## config.mk

```make
export PLATFORM = sky130hd
export DESIGN_NAME = rcpa_ram
export DESIGN_NICKNAME = d
export VERILOG_FILES = /design/src/rtl/rcpa_ram.sv
export SDC_FILE = /design/constraint.sdc
export NUM_CORES = 1
export LEC_CHECK = 0
export ABC_CLOCK_PERIOD_IN_PS = 3100
export BUFFER_PORTS_ARGS = -buffer_cell sky130_fd_sc_hd__buf_2
export CAP_MARGIN = 20
export CORE_UTILIZATION = 25
export DETAILED_ROUTE_END_ITERATION = 6
export PLACE_DENSITY = 0.39
export SETUP_SLACK_MARGIN = 0.2
export SYNTH_ARGS = -nofsm -noshare
export SYNTH_HDL_FRONTEND = slang
export SYNTH_SLANG_ARGS = --single-unit
export TNS_END_PERCENT = 100
```

## constraint.sdc

```tcl
create_clock -name clock -period 3.1 [get_ports clock]
set_clock_uncertainty 0.2 [all_clocks]
set_input_delay 0.775 -clock clock [delete_from_list [all_inputs] [get_ports clock]]
set_output_delay 0.775 -clock clock [all_outputs]
set_load 0.01 [all_outputs]
```

## src/rtl/rcpa_ram.sv

```systemverilog
// Generic simple dual-port RAM: one write port, one registered read port.
// Standalone; no package dependency.

module rcpa_ram #(
   parameter int WIDTH = 8,
   parameter int DEPTH = 16
) (
   input  logic                     clock,
   input  logic                     wr_en,
   input  logic [$clog2(DEPTH)-1:0] wr_addr,
   input  logic [WIDTH-1:0]         wr_data,
   input  logic                     rd_en,
   input  logic [$clog2(DEPTH)-1:0] rd_addr,
   output logic [WIDTH-1:0]         rd_data
);

   logic [WIDTH-1:0] mem_ff [DEPTH];
   logic [WIDTH-1:0] rd_data_ff;

   // Storage write and registered read
   always_ff @(posedge clock) begin
      if (wr_en) begin
         mem_ff[wr_addr] <= wr_data;
      end
      if (rd_en) begin
         rd_data_ff <= mem_ff[rd_addr];
      end
   end

   assign rd_data = rd_data_ff;

endmodule

```

==> impl_metrics.env <==
export IMPL_syn_area_um2=5230
export IMPL_synth_cell_types=18
export IMPL_dr_total_vias=2521
export IMPL_routed_top_layer="met4"
export IMPL_cts_root_buffer="clkbuf_16"
export IMPL_grt_pass1_vias=2672
export IMPL_ys_seq_area_share_pct=78.1
export IMPL_crit_buf_inv=2
export IMPL_cts_resized=0
export IMPL_critPathArrivalTime_ps=2190
export IMPL_worst_pin_slew_ps=532
export IMPL_grt_use_total_pct=12.4
export IMPL_leakage_nw=2.13
export IMPL_grt_max_degree=33
export IMPL_syn_nets=248
export IMPL_post_drt_wl_per_cell_um=21.6
export IMPL_coreArea_um2=20400
export IMPL_critPathRequiredTime_ps=3060
export IMPL_crit_chain="buf_2, buf_12, mux4_1, a22oi_1, nand2_1"
export IMPL_startpoint_type="input port"
export IMPL_dp_hpwl_um=7970
export IMPL_antenna_found_initial=0
export IMPL_drc=0
export IMPL_ys_warn_count=0
export IMPL_drt_pass1_iterations=4
export IMPL_ctsLongestPathBuffers=2
export IMPL_post_cts_buffers=0
export IMPL_ys_ff_latch=136
export IMPL_setup_violations=0
export IMPL_syn_instance_count=229
export IMPL_wl_met2_um=5780
export IMPL_worstSetupEndpointType="flop"
export IMPL_cts_tree="done"
export IMPL_setup_tns_ps=0
export IMPL_max_freq_mhz=448
export IMPL_status="completed"
export IMPL_die_h_um=147
export IMPL_grt_pass1_wl_um=18300
export IMPL_avgSynthCellArea_um2=22.8
export IMPL_nets=305
export IMPL_port_buffers=26
export IMPL_place_congestion=0.677
export IMPL_period_share_pct=72.0
export IMPL_fin_total_pwr_mw=4.32
export IMPL_m1WireLength_um=5850
export IMPL_clock_latency_ps=410
export IMPL_die_w_um=147
export IMPL_maxSlewHeadroom_pct=64.4
export IMPL_holdWs_ps=550
export IMPL_cp_max_fo=16
export IMPL_period_needed_ps=2230
export IMPL_overflow=0
export IMPL_path_delay_family="multiplexers"
export IMPL_preCtsSetupSlack_ps=418
export IMPL_max_stage_delay_ps=560
export IMPL_routed_wl_um=12300
export IMPL_max_vdd_ir_drop_uv=342
export IMPL_numCtsBuffers=17
export IMPL_rows=52
export IMPL_pin_count=27
export IMPL_timing_final_hold_violations=0
export IMPL_drv_cap=0
export IMPL_fp_dieArea_um2=21500
export IMPL_clk_pin_slew_ps=60
export IMPL_wl_met3_um=485
export IMPL_htreeDepth=4
export IMPL_hp_class="in -> reg"
export IMPL_vias_per_cell=4.44
export IMPL_drive_gt1_share_pct=30.9
export IMPL_cts_sinks=136
export IMPL_start_util_pct=25.7
export IMPL_syn2layout_area_growth_pct=22.5
export IMPL_drtAntennaViolNets=0
export IMPL_cts_hold_buf=0
export IMPL_rsz0062_at_grt="no"
export IMPL_drt_iter0_markers=187
export IMPL_cp_slowest_cell="mux4_1"
export IMPL_power_density_nw_per_um2=674
export IMPL_setup_slack_ps=867
export IMPL_criticalPathCategory="in -> reg"
export IMPL_diodes=0
export IMPL_final_max_slew_violation_count=0
## report_power, final
| part | switching [mW] | total (mW) | internal, mW |
|---|---|---|---|
| Sequential | 0.0118 | 2.08 | 2.07 |
| Combinational | 0.121 | 0.206 | 0.0846 |
| Clock | 0.704 | 2.03 | 1.32 |
| Total | 0.837 | 4.32 | 3.48 |
## sequential cells by signal (all words and copies together) (netlist names)
| signal | flops |
|---|---|
| mem_ff | 128 |
| rd_data | 8 |
## cell type report
type | instances | area [um^2]
tap | 270 | 338
multi-input combinational | 83 | 1060
clock inverter | 12 | 158
sequential | 136 | 4080
fill | 1962 | 14000
timing repair buffer | 48 | 333
clock buffer | 19 | 433
## worst register-to-register path, stage by stage (launching register included)
cell and delay, ps:
edfxtp_1 350, mux4_1 500, a22oi_1 310, nand2_1 90
## cells in the final DEF, fill, tap and decap left out, types with 2 or more instances in the layout
cell type    n
a22oi_1     16
buf_12       3
buf_2       26
buf_4       19
bufinv_16    4
clkbuf_1     2
clkbuf_16   17
clkinv_1     4
clkinv_2     3
edfxtp_1   136
mux4_1      14
mux4_2      18
nand2_1      9
nand2b_1     2
nand3b_1     2
nor2_1      13
nor3_1       4
## kinds of logic after synthesis
group | share of synthesized area, %
AOI/OAI and AO/OA | 2.30
muxes | 14.8
and+or+nand+nor | 3.14
DFF | 78.1
buffers and inverters | 1.65
## cell usage after synthesis
library cell / count / area [um^2]
or3b_2: 1 / 8.76
nor2_1: 13 / 48.8
and2b_1: 1 / 7.51
buf_2: 3 / 15.0
and2_1: 1 / 6.26
nand3_1: 1 / 5.00
buf_4: 1 / 7.51
mux4_1: 14 / 368
nand2_1: 9 / 33.8
nand3b_1: 2 / 15.0
nand2b_1: 2 / 12.5
nor3_1: 4 / 20.0
clkdlybuf4s25_2: 3 / 30.0
mux4_2: 18 / 405
nor2b_1: 1 / 6.26
buf_6: 3 / 33.8
edfxtp_1: 136 / 4080
a22oi_1: 16 / 120
## per-stage QoR
| stage | instance area (um^2) | cells | utilization [%] |
|---|---|---|---|
| after CTS | 6400 | 568 | 31.4 |
| after global routing | 6400 | 568 | 31.4 |
| final | 6400 | 568 | 31.4 |
| after global placement | 5810 | 537 | 28.5 |
| after detailed placement | 5810 | 537 | 28.5 |
| after floorplan | 5230 | 229 | - |
## worst paths after layout
| kind | slack (ps) | to | depth (start not counted) | startpoint |
|---|---|---|---|---|
| max | 870 | rd_data[3]$_DFFE_PP_ | 5 | rd_addr[0] |
| min | 550 | mem_ff[11][2]$_DFFE_PP_ | 1 | wr_data[2] |
| max reg2reg | 1400 | rd_data[3]$_DFFE_PP_ | 3 | mem_ff[1][3]$_DFFE_PP_ |
| min reg2reg | 560 | rd_data[5]$_DFFE_PP_ | 3 | mem_ff[8][5]$_DFFE_PP_ |
## per-layer routing
metal  track usage, %  vias to the layer above
met5                0                        -
met4             4.48                        0
met3             3.53                       10
met2             18.8                       57
met1             17.0                     1353
li1                 -                     1101
No activity file was read; power rests on OpenSTA's default activity.
